[src/hw/rtl/bole_pkg.sv]
// Shared constants and types for the bounded ordered list engine.
`timescale 1ns / 1ps

package bole_pkg;

  localparam int DEPTH  = 16;
  localparam int PTR_W  = (DEPTH > 1) ? $clog2(DEPTH) : 1;
  localparam int CNT_W  = $clog2(DEPTH + 1);
  localparam int SUM_W  = CNT_W + 1;
  localparam int DATA_W = 32;
  localparam int CMD_W  = 3;
  localparam int POS_W  = 4;
  localparam int USED_W = 5;
  localparam int STAT_W = 2;

  typedef enum logic [CMD_W-1:0] {
    CMD_PUSH     = 3'd0,
    CMD_POP      = 3'd1,
    CMD_CONTAINS = 3'd2,
    CMD_DELETE   = 3'd3,
    CMD_CLEAR    = 3'd4,
    CMD_COUNT    = 3'd5,
    CMD_GET      = 3'd6
  } cmd_t;

  typedef enum logic [STAT_W-1:0] {
    STAT_OK    = 2'd0,
    STAT_EMPTY = 2'd1,
    STAT_RANGE = 2'd2,
    STAT_FULL  = 2'd3
  } status_t;

  typedef enum logic [1:0] {
    ST_IDLE,
    ST_READ,
    ST_SCAN,
    ST_SHIFT
  } state_t;

endpackage

[src/hw/rtl/bounded_ordered_list_engine.sv]
// Bounded ordered list engine: circular entry memory with head pointer and count.
//
//   channel  direction  handshake          payload
//   in_      input      in_valid/in_ready  in_command, in_value, in_position
//   out_     output     out_valid/out_ready out_data, out_found, out_entries_used, out_status
//
// Push, clear, count and every error case load the result straight from idle; pop and get
// read the entry via ST_READ. Contains scans from the head to a match or the end; delete
// scans the same way and, on a match, shifts every later entry one place towards the head.
// The single read port reads one entry per cycle. Reset clears the state, count, head,
// pending flag and result valid; the entry memory needs no clearing pass. A new command
// is taken only in idle, and only when the result register is empty or being drained.
`timescale 1ns / 1ps

module bounded_ordered_list_engine
  import bole_pkg::*;
(
  input  logic                     clk,
  input  logic                     rst_n,
  input  logic                     in_valid,
  output logic                     in_ready,
  input  logic [CMD_W-1:0]         in_command,
  input  logic signed [DATA_W-1:0] in_value,
  input  logic [POS_W-1:0]         in_position,
  output logic                     out_valid,
  input  logic                     out_ready,
  output logic signed [DATA_W-1:0] out_data,
  output logic                     out_found,
  output logic [USED_W-1:0]        out_entries_used,
  output logic [STAT_W-1:0]        out_status
);

  // entry memory
  logic [DATA_W-1:0] mem [DEPTH];
  logic [DATA_W-1:0] rd_data_r;
  logic              mem_we;
  logic [PTR_W-1:0]  mem_waddr;
  logic [DATA_W-1:0] mem_wdata;
  logic              mem_re;
  logic [PTR_W-1:0]  mem_raddr;

  state_t            state_r, state_nxt;
  logic [PTR_W-1:0]  head_r, head_nxt;
  logic [CNT_W-1:0]  cnt_r, cnt_nxt;
  cmd_t              cmd_r, cmd_nxt;
  logic [DATA_W-1:0] val_r, val_nxt;
  logic [CNT_W-1:0]  rd_lidx_r, rd_lidx_nxt;
  logic              pend_r, pend_nxt;
  logic [CNT_W-1:0]  pend_lidx_r, pend_lidx_nxt;

  logic              out_valid_r, out_valid_nxt;
  logic [DATA_W-1:0] out_data_r, out_data_nxt;
  logic              out_found_r, out_found_nxt;
  logic [USED_W-1:0] out_used_r, out_used_nxt;
  status_t           out_status_r, out_status_nxt;
  logic              out_load;

  logic              accept;
  logic [PTR_W-1:0]  head_inc, head_dec;

  // physical slot of a logical position counted from the head
  function automatic logic [PTR_W-1:0] phys(input logic [PTR_W-1:0] h,
                                            input logic [CNT_W-1:0] l);
    logic [SUM_W-1:0] s;
    s = SUM_W'(h) + SUM_W'(l);
    if (s >= SUM_W'(DEPTH)) s = s - SUM_W'(DEPTH);
    return PTR_W'(s);
  endfunction

  assign head_inc = (head_r == PTR_W'(DEPTH - 1)) ? '0 : head_r + 1'b1;
  assign head_dec = (head_r == '0) ? PTR_W'(DEPTH - 1) : head_r - 1'b1;

  assign in_ready = (state_r == ST_IDLE) && (!out_valid_r || out_ready);
  assign accept   = in_valid && in_ready;

  always_ff @(posedge clk) begin
    if (mem_we) mem[mem_waddr] <= mem_wdata;
    if (mem_re) rd_data_r <= mem[mem_raddr];
  end

  always_comb begin
    state_nxt      = state_r;
    head_nxt       = head_r;
    cnt_nxt        = cnt_r;
    cmd_nxt        = cmd_r;
    val_nxt        = val_r;
    rd_lidx_nxt    = rd_lidx_r;
    pend_nxt       = pend_r;
    pend_lidx_nxt  = pend_lidx_r;
    mem_we         = 1'b0;
    mem_waddr      = head_r;
    mem_wdata      = rd_data_r;
    mem_re         = 1'b0;
    mem_raddr      = head_r;
    out_load       = 1'b0;
    out_data_nxt   = '0;
    out_found_nxt  = 1'b0;
    out_status_nxt = STAT_OK;

    unique case (state_r)
      ST_IDLE: begin
        if (accept) begin
          cmd_nxt = cmd_t'(in_command);
          val_nxt = in_value;
          unique case (cmd_t'(in_command))
            CMD_PUSH: begin
              out_load = 1'b1;
              if (cnt_r == CNT_W'(DEPTH)) begin
                out_status_nxt = STAT_FULL;
              end else begin
                mem_we    = 1'b1;
                mem_waddr = head_dec;
                mem_wdata = in_value;
                head_nxt  = head_dec;
                cnt_nxt   = cnt_r + 1'b1;
              end
            end
            CMD_POP: begin
              if (cnt_r == '0) begin
                out_load       = 1'b1;
                out_status_nxt = STAT_EMPTY;
              end else begin
                mem_re    = 1'b1;
                mem_raddr = head_r;
                state_nxt = ST_READ;
              end
            end
            CMD_CONTAINS, CMD_DELETE: begin
              if (cnt_r == '0) begin
                out_load       = 1'b1;
                out_status_nxt = (cmd_t'(in_command) == CMD_DELETE) ? STAT_EMPTY : STAT_OK;
              end else begin
                rd_lidx_nxt = '0;
                pend_nxt    = 1'b0;
                state_nxt   = ST_SCAN;
              end
            end
            CMD_CLEAR: begin
              cnt_nxt  = '0;
              out_load = 1'b1;
            end
            CMD_GET: begin
              if (32'(in_position) >= 32'(cnt_r)) begin
                out_load       = 1'b1;
                out_status_nxt = STAT_RANGE;
              end else begin
                mem_re    = 1'b1;
                mem_raddr = phys(head_r, CNT_W'(in_position));
                state_nxt = ST_READ;
              end
            end
            default: begin
              out_load = 1'b1;
            end
          endcase
        end
      end

      ST_READ: begin
        out_load     = 1'b1;
        out_data_nxt = rd_data_r;
        if (cmd_r == CMD_POP) begin
          head_nxt = head_inc;
          cnt_nxt  = cnt_r - 1'b1;
        end
        state_nxt = ST_IDLE;
      end

      ST_SCAN: begin
        if (pend_r && (rd_data_r == val_r)) begin
          if (cmd_r == CMD_CONTAINS) begin
            out_load      = 1'b1;
            out_found_nxt = 1'b1;
            state_nxt     = ST_IDLE;
          end else begin
            // close the gap: pull every later entry one place towards the head
            rd_lidx_nxt = pend_lidx_r + 1'b1;
            pend_nxt    = 1'b0;
            state_nxt   = ST_SHIFT;
          end
        end else if (rd_lidx_r < cnt_r) begin
          mem_re        = 1'b1;
          mem_raddr     = phys(head_r, rd_lidx_r);
          rd_lidx_nxt   = rd_lidx_r + 1'b1;
          pend_nxt      = 1'b1;
          pend_lidx_nxt = rd_lidx_r;
        end else if (pend_r) begin
          pend_nxt = 1'b0;
        end else begin
          out_load  = 1'b1;
          state_nxt = ST_IDLE;
        end
      end

      ST_SHIFT: begin
        if (pend_r) begin
          mem_we    = 1'b1;
          mem_waddr = phys(head_r, pend_lidx_r - 1'b1);
          mem_wdata = rd_data_r;
        end
        if (rd_lidx_r < cnt_r) begin
          mem_re        = 1'b1;
          mem_raddr     = phys(head_r, rd_lidx_r);
          rd_lidx_nxt   = rd_lidx_r + 1'b1;
          pend_nxt      = 1'b1;
          pend_lidx_nxt = rd_lidx_r;
        end else begin
          pend_nxt = 1'b0;
          if (!pend_r) begin
            cnt_nxt       = cnt_r - 1'b1;
            out_load      = 1'b1;
            out_found_nxt = 1'b1;
            state_nxt     = ST_IDLE;
          end
        end
      end

      default: state_nxt = ST_IDLE;
    endcase

    out_used_nxt  = USED_W'(cnt_nxt);
    out_valid_nxt = (out_valid_r && !out_ready) || out_load;
  end

  always_ff @(posedge clk) begin
    if (!rst_n) begin
      state_r     <= ST_IDLE;
      head_r      <= '0;
      cnt_r       <= '0;
      pend_r      <= 1'b0;
      out_valid_r <= 1'b0;
    end else begin
      state_r     <= state_nxt;
      head_r      <= head_nxt;
      cnt_r       <= cnt_nxt;
      pend_r      <= pend_nxt;
      out_valid_r <= out_valid_nxt;
    end
  end

  always_ff @(posedge clk) begin
    cmd_r       <= cmd_nxt;
    val_r       <= val_nxt;
    rd_lidx_r   <= rd_lidx_nxt;
    pend_lidx_r <= pend_lidx_nxt;
    if (out_load) begin
      out_data_r   <= out_data_nxt;
      out_found_r  <= out_found_nxt;
      out_used_r   <= out_used_nxt;
      out_status_r <= out_status_nxt;
    end
  end

  assign out_valid        = out_valid_r;
  assign out_data         = signed'(out_data_r);
  assign out_found        = out_found_r;
  assign out_entries_used = out_used_r;
  assign out_status       = out_status_r;

`ifndef SYNTHESIS
  a_cnt_bound: assert property (@(posedge clk) disable iff (!rst_n)
    cnt_r <= CNT_W'(DEPTH))
    else $error("entry count exceeds depth");

  a_busy_no_result: assert property (@(posedge clk) disable iff (!rst_n)
    (state_r != ST_IDLE) |-> !out_valid_r)
    else $error("result held while a command is in progress");

  a_push_count: assert property (@(posedge clk) disable iff (!rst_n)
    (accept && (in_command == CMD_PUSH) && (cnt_r != CNT_W'(DEPTH)))
      |=> (cnt_r == $past(cnt_r) + 1'b1))
    else $error("push did not advance the count");

  a_shift_ends: assert property (@(posedge clk) disable iff (!rst_n)
    (state_r == ST_SHIFT && state_nxt == ST_IDLE) |=> (cnt_r == $past(cnt_r) - 1'b1))
    else $error("delete did not drop the count");
`endif

endmodule

[config.mk]
export PLATFORM = sky130hd
export DESIGN_NAME = bounded_ordered_list_engine
export DESIGN_NICKNAME = d
export VERILOG_FILES = /design/src/hw/rtl/bole_pkg.sv /design/src/hw/rtl/bounded_ordered_list_engine.sv
export SDC_FILE = /design/constraint.sdc
export NUM_CORES = 1
export LEC_CHECK = 0
export ABC_AREA = 1
export BUFFER_PORTS_ARGS = -buffer_cell sky130_fd_sc_hd__buf_2
export CAP_MARGIN = 20
export CORE_MARGIN = 2
export CORE_UTILIZATION = 65
export DETAILED_ROUTE_END_ITERATION = 12
export HOLD_SLACK_MARGIN = 0.1
export PLACE_DENSITY = 0.83
export SLEW_MARGIN = 20
export SYNTH_ARGS = -nofsm -noshare
export SYNTH_HDL_FRONTEND = slang
export SYNTH_SLANG_ARGS = --single-unit
[constraint.sdc]
create_clock -name clk -period 8.9 [get_ports clk]
set_input_delay 0.89 -clock clk [delete_from_list [all_inputs] [get_ports clk]]
set_output_delay 0.89 -clock clk [all_outputs]
set_load 0.02 [all_outputs]
==> results.sh, run 1 <==
export IMPL_setup_viol=0
export IMPL_cts_sinks=642
export IMPL_clk_insertion_delay_late_ps=640
export IMPL_grt_total_usage_pct=33.62
export IMPL_avgSynthCellArea_um2=10.11
export IMPL_ys_warn_count=0
export IMPL_crit_slowest_cell="inv_2"
export IMPL_fillers=2878
export IMPL_synth_edf_count=629
export IMPL_critical_path_max_fanout=65
export IMPL_drtIter0Drc=3271
export IMPL_worstSetupEndpointType="flip-flop"
export IMPL_setup_tns_ps=0
export IMPL_drc=0
export IMPL_synth_seq_cells=642
export IMPL_clock_path_buffers=3
export IMPL_finalCriticalPeriod_ps=5098
export IMPL_grt_pass1_vias=21740
export IMPL_synthesis_area_um2=29370
export IMPL_io_pins=85
export IMPL_cts_hold_buf=0
export IMPL_multi_input_comb_area_um2=8070
export IMPL_die_height_um=216.6
export IMPL_max_stage_delay_ps=760
export IMPL_cts_buffers=61
export IMPL_grt_start_max_net_pins=93
export IMPL_fin_crit_sh_pct=57.28
export IMPL_hold_viol_final=0
export IMPL_synthToLayoutAreaGrowth_pct=11.13
export IMPL_cts_resized=0
export IMPL_fin_skew_ps=23.92
export IMPL_slew_violations=0
export IMPL_crit_chain="inv_1 > ha_1 > inv_2 > nor2_2 > nand2_1 > nor2_2 > nand2_2 > o21ai_0 > nand3_1 > nand2_1 > o21ai_4 > buf_4 > inv_2 > buf_4 > nand3_1 > nand3_1 > nand2_1"
export IMPL_p_leak_uw=0.01373
export IMPL_async_reset_ff_share_pct=0
export IMPL_initial_core_util_pct=66.12
export IMPL_fmax_mhz=196.2
export IMPL_cts_tree="done"
export IMPL_relSlewSlack_pct=26.41
export IMPL_status="complete, no violations"
export IMPL_via_per_inst=6.110
export IMPL_path_class="flip-flop to flip-flop"
export IMPL_avgRoutedWirePerCell_um=21.89
export IMPL_die_w_um=216.6
export IMPL_clkTransAtPathRegs_ps=70
export IMPL_synthTopCellsByArea="edfxtp_1, nand3_1, nand2_1"
export IMPL_final_cell_mix="nand2_1, edfxtp_1, nand3_1"
export IMPL_seq_area_frac_synth_pct=65.20
export IMPL_cts_root_buffer="clkbuf_16"
export IMPL_gp_congestion=0.9547
export IMPL_ir_worst_vdd_mv=0.3736
export IMPL_startpoint_type="flip-flop"
export IMPL_postRouteAntennaNets=0
export IMPL_rows=77
export IMPL_yosysTopAreaCell="edfxtp_1"
export IMPL_ys_types=41
export IMPL_nets=3039
export IMPL_worst_slew_pin_slew_ps=1096
export IMPL_grt_first_pass_wirelength_um=120000
export IMPL_powerDensity_nw_per_um2=370.7
export IMPL_antenna_found_initial=0
export IMPL_hp_class="input pin to flip-flop"
export IMPL_p_total_uw=12100
export IMPL_routed_wl_um=78890
export IMPL_dieArea_um2=46900
export IMPL_maxCapViolations=0
export IMPL_cts_setup_buffers=0
export IMPL_synth_top_area_share_pct=64.31
export IMPL_rsz0062_at_grt="no"
export IMPL_coreArea_um2=44410
export IMPL_crit_required_ps=9230
export IMPL_htree_num_levels=2
export IMPL_drt_first_pass_iters=7
export IMPL_vias=22020
export IMPL_synth_ff_type="edfxtp_1"
export IMPL_grt_overflow=0
export IMPL_drive_above_1_share_pct=9.133
export IMPL_hpwl_um=47920
export IMPL_io_buffers=84
export IMPL_seqCellArea_um2=19150
export IMPL_syn_inst=2906
export IMPL_syn_nets=2981
export IMPL_cp_arrival_ps=5430
export IMPL_final_common_cell="nand2_1"
## registers in the layout, indices dropped and copies added, names as in the netlist
signal	cells
pend_r	1
out_data	32
mem	512
state_r	2
out_entries_used	5
rd_lidx_r	5
head_r	4
out_status	2
rd_data_r	32
cmd_r	3
out_found	1
pend_lidx_r	5
val_r	32
cnt_r	5
out_valid	1
## cells in the mapped netlist (2+ instances only)
cell        n
a21oi_1    28
a32o_1      2
nand3_2     3
edfxtp_1  629
a221oi_1    2
a211oi_1    2
clkbuf_1   45
buf_1       7
dfxtp_1    13
buf_2      89
or2_2       4
nor3_1     11
nand2_1   747
nand4_1    11
inv_2       7
inv_1     436
fa_1        3
xor2_1     10
o21ai_0    69
a22oi_1     2
buf_4       5
a31oi_1     5
o211ai_1    5
clkinv_1    2
o22ai_1     2
ha_1       29
nor2_2      4
xnor2_1     7
nor2_1     71
o21ai_1     2
nand3b_1   34
nand2_2     2
nand3_1   610
## path summary, 6_finish.rpt
check                           slack, ps  cells after the start       endpoint    startpoint
worst min register to register        540                      2     state_r[1]    state_r[1]
worst max register to register       3800                     17  rd_data_r[20]    state_r[0]
worst max-delay path                 3800                     17  rd_data_r[20]    state_r[0]
worst min-delay path                  440                      1      val_r[13]  in_value[13]
## critical path, delay by kind of cell (launching register included)
kind | cells | cell delay (ps)
buffers and inverters | 5 | 2040
AND/OR/NAND/NOR | 9 | 1440
adder cells (fa/ha/maj) | 1 | 450
AO/OA/AOI/OAI | 2 | 410
flip-flops | 1 | 350
## power breakdown
| part | switching [uW] | internal, uW |
|---|---|---|
| logic | 3920 | 1330 |
| registers | 227 | 4100 |
| clock network | 1120 | 1400 |
| total | 5260 | 6830 |
## metrics by stage
step           cells  hold WS, ps  cell area (um^2)  utilization (%)  worst slack [ps]
2_1_floorplan   2906        475.5             29370                -              3940
3_3_place_gp    3479        507.9             30380            68.39              4066
3_5_place_dp    3491        520.4             30660            69.04              3981
4_1_cts         3601        431.7             32570            73.33              3945
5_1_grt         3603        439.7             32640            73.48              3551
6_report        3604        442.7             32640            73.49              3802
## area by class of cell
class / instances / area share [%]
clock buffers: 74 / 4.827
repair buffers: 143 / 3.366
diodes: 1 / 0.007667
inverters: 445 / 5.118
well taps: 592 / 2.269
flip-flops and latches: 642 / 58.67
multi-input cells: 1671 / 24.73
clock inverters: 36 / 1.016
## per-layer routing
metal / global-route usage [%] / wire [um] / up-vias
met5: 0 / 0 / -
met4: 17.85 / 3750 / 0
met3: 7.186 / 10420 / 269
met2: 52.41 / 36330 / 1645
met1: 44.80 / 28400 / 10290
li1: - / - / 9818
## kinds of logic after synthesis
| kind of cell | after synthesis | share of synthesized area [%] |
|---|---|---|
| flip-flops | 642 | 65.20 |
| AO/OA/AOI/OAI | 122 | 2.279 |
| XOR/XNOR | 17 | 0.5070 |
| buffers and inverters | 593 | 8.052 |
| adder cells (fa/ha/maj) | 32 | 1.440 |
| AND/OR/NAND/NOR | 1500 | 22.52 |
(Power assumes the default switching activity.)
==> run 2, diff against run 1 <==
CORE_UTILIZATION = 56   (was 65)
PLACE_DENSITY = 0.76   (was 0.83)
clock period = 4.2 ns   (was 8.9 ns; I/O delays follow)
==> results.sh, run 2 (synthesized netlist as in run 1, its figures left out) <==
export IMPL_postRouteAntennaNets=0
export IMPL_clock_path_buffers=3
export IMPL_synthToLayoutAreaGrowth_pct=14.85
export IMPL_grt_overflow=0
export IMPL_startpoint_type="flip-flop"
export IMPL_cts_sinks=642
export IMPL_fin_cells=3778
export IMPL_path_class="flip-flop to flip-flop"
export IMPL_antenna_found_initial=1
export IMPL_post_route_util_pct=65.35
export IMPL_coreArea_um2=51610
export IMPL_highest_layer="met5"
export IMPL_setup_tns_ps=0
export IMPL_final_cell_mix="nand2_1, edfxtp_1, nand3_1"
export IMPL_setup_viol=0
export IMPL_status="complete, no violations"
export IMPL_wl_met1_um=30720
export IMPL_drt_first_pass_iters=7
export IMPL_p_leak_uw=0.01425
export IMPL_rows=83
export IMPL_clk_insertion_delay_late_ps=610
export IMPL_route_met3_wl_um=9039
export IMPL_cts_buffers=67
export IMPL_final_common_cell="nand2_1"
export IMPL_drc=0
export IMPL_io_pins=85
export IMPL_crit_required_ps=4490
export IMPL_hp_class="input pin to flip-flop"
export IMPL_fin_crit_sh_pct=88.61
export IMPL_slew_violations=0
export IMPL_powerDensity_nw_per_um2=794.3
export IMPL_top_register="mem"
export IMPL_final_cell_area_um2=33730
export IMPL_gp_congestion=0.9307
export IMPL_largest_reg_flops=512
export IMPL_placedInstanceArea_um2=31250
export IMPL_grt_first_pass_wirelength_um=122700
export IMPL_maxCapViolations=0
export IMPL_met2_length_um=37270
export IMPL_worstRegToRegCells=18
export IMPL_grt_pass1_vias=21420
export IMPL_die_height_um=233.0
export IMPL_grt_start_max_net_pins=125
export IMPL_vias=21980
export IMPL_worst_slew_pin_slew_ps=826.5
export IMPL_rsz0062_at_grt="no"
export IMPL_critical_path_max_fanout=14
export IMPL_fin_skew_ps=27.77
export IMPL_hpwl_um=48100
export IMPL_holdPathStages=3
export IMPL_worstSetupEndpointType="flip-flop"
export IMPL_dieArea_um2=54290
export IMPL_cts_root_buffer="clkbuf_16"
export IMPL_drtIter0Drc=2930
export IMPL_io_buffers=84
export IMPL_diodes=0
export IMPL_fmax_mhz=268.7
export IMPL_placed_cells=3623
export IMPL_cts_tree="done"
export IMPL_routed_wl_um=80060
export IMPL_initial_core_util_pct=56.90
export IMPL_drive_above_1_share_pct=10.65
export IMPL_avgRoutedWirePerCell_um=21.19
export IMPL_die_w_um=233.0
export IMPL_relSlewSlack_pct=44.69
export IMPL_htree_num_levels=3
export IMPL_hold_viol_final=0
export IMPL_nets=3122
export IMPL_cp_arrival_ps=4020
export IMPL_finalCriticalPeriod_ps=3722
export IMPL_via_per_inst=5.818
export IMPL_clkTransAtPathRegs_ps=60
export IMPL_grt_total_usage_pct=29.91
export IMPL_ir_worst_vdd_mv=0.6614
-- run 2: cell count changes in the layout (fill, tap and decap cells not counted), sizes merged --
cell,before,now
clkinv,28,32
inv,444,447
dlygate4sd3,0,35
clkinvlp,4,3
clkbuf,74,78
buf,143,185
diode,1,0
-- run 2: final timing paths --
path             startpoint     endpoint  slack [ps]
max          pend_lidx_r[0]  mem[13][25]         480
min                   rst_n    out_valid         160
max reg2reg  pend_lidx_r[0]  mem[13][25]         480
min reg2reg      state_r[1]   state_r[1]         540
-- run 2: per-layer routing --
layer | up-vias | global-route usage (%)
li1 | 10000 | -
met1 | 10380 | 41.07
met2 | 1380 | 47.51
met3 | 215 | 4.951
met4 | 2 | 12.64
met5 | - | 0
-- run 2: power breakdown --
part           switching (uW)  total (uW)  internal [uW]
clock                    2480        5820           3340
combinational            8500       11800           3350
sequential                434        9130           8690
-- run 2: final cells by class --
class / instances / area (um^2)
inverters: 445 / 1670
flip-flops and latches: 642 / 19150
multi-input cells: 1671 / 8059
fillers: 3798 / 17880
repair buffers: 220 / 1867
clock buffers: 78 / 1760
well taps: 680 / 850.8
clock inverters: 42 / 374.1
-- run 2: per-stage QoR --
| stage | setup slack [ps] | hold slack, ps | total power, uW |
|---|---|---|---|
| floorplan | 226.4 | 475.5 | 16540 |
| global placement | 528.1 | 515.3 | 20450 |
| detailed placement | 545.0 | 519.9 | 20700 |
| CTS | 514.6 | 145.4 | 26590 |
| global route | 197.8 | 160.6 | 28210 |
| finish | 478.2 | 160.6 | 26790 |
-- run 2: repair_timing --
| item | 4_1_cts | 5_1_grt |
|---|---|---|
| hold endpoints to repair | 35 | 0 |
| hold buffers | 35 | 0 |
| buffers inserted | 0 | 0 |
| gates resized for setup | 0 | 0 |
-- run 2: worst max-delay path, stage by stage, from the launching register on --
cell,delay (ps)
edfxtp_1,440
inv_1,120
ha_1,170
xor2_1,210
ha_1,310
nand2_1,80
nor2_1,40
a211oi_1,170
inv_1,80
a21oi_1,110
o21ai_0,130
a21oi_1,150
o21ai_0,110
nand3_1,70
o21ai_0,210
inv_1,140
nand2_1,230
nor2_4,430
buf_12,210
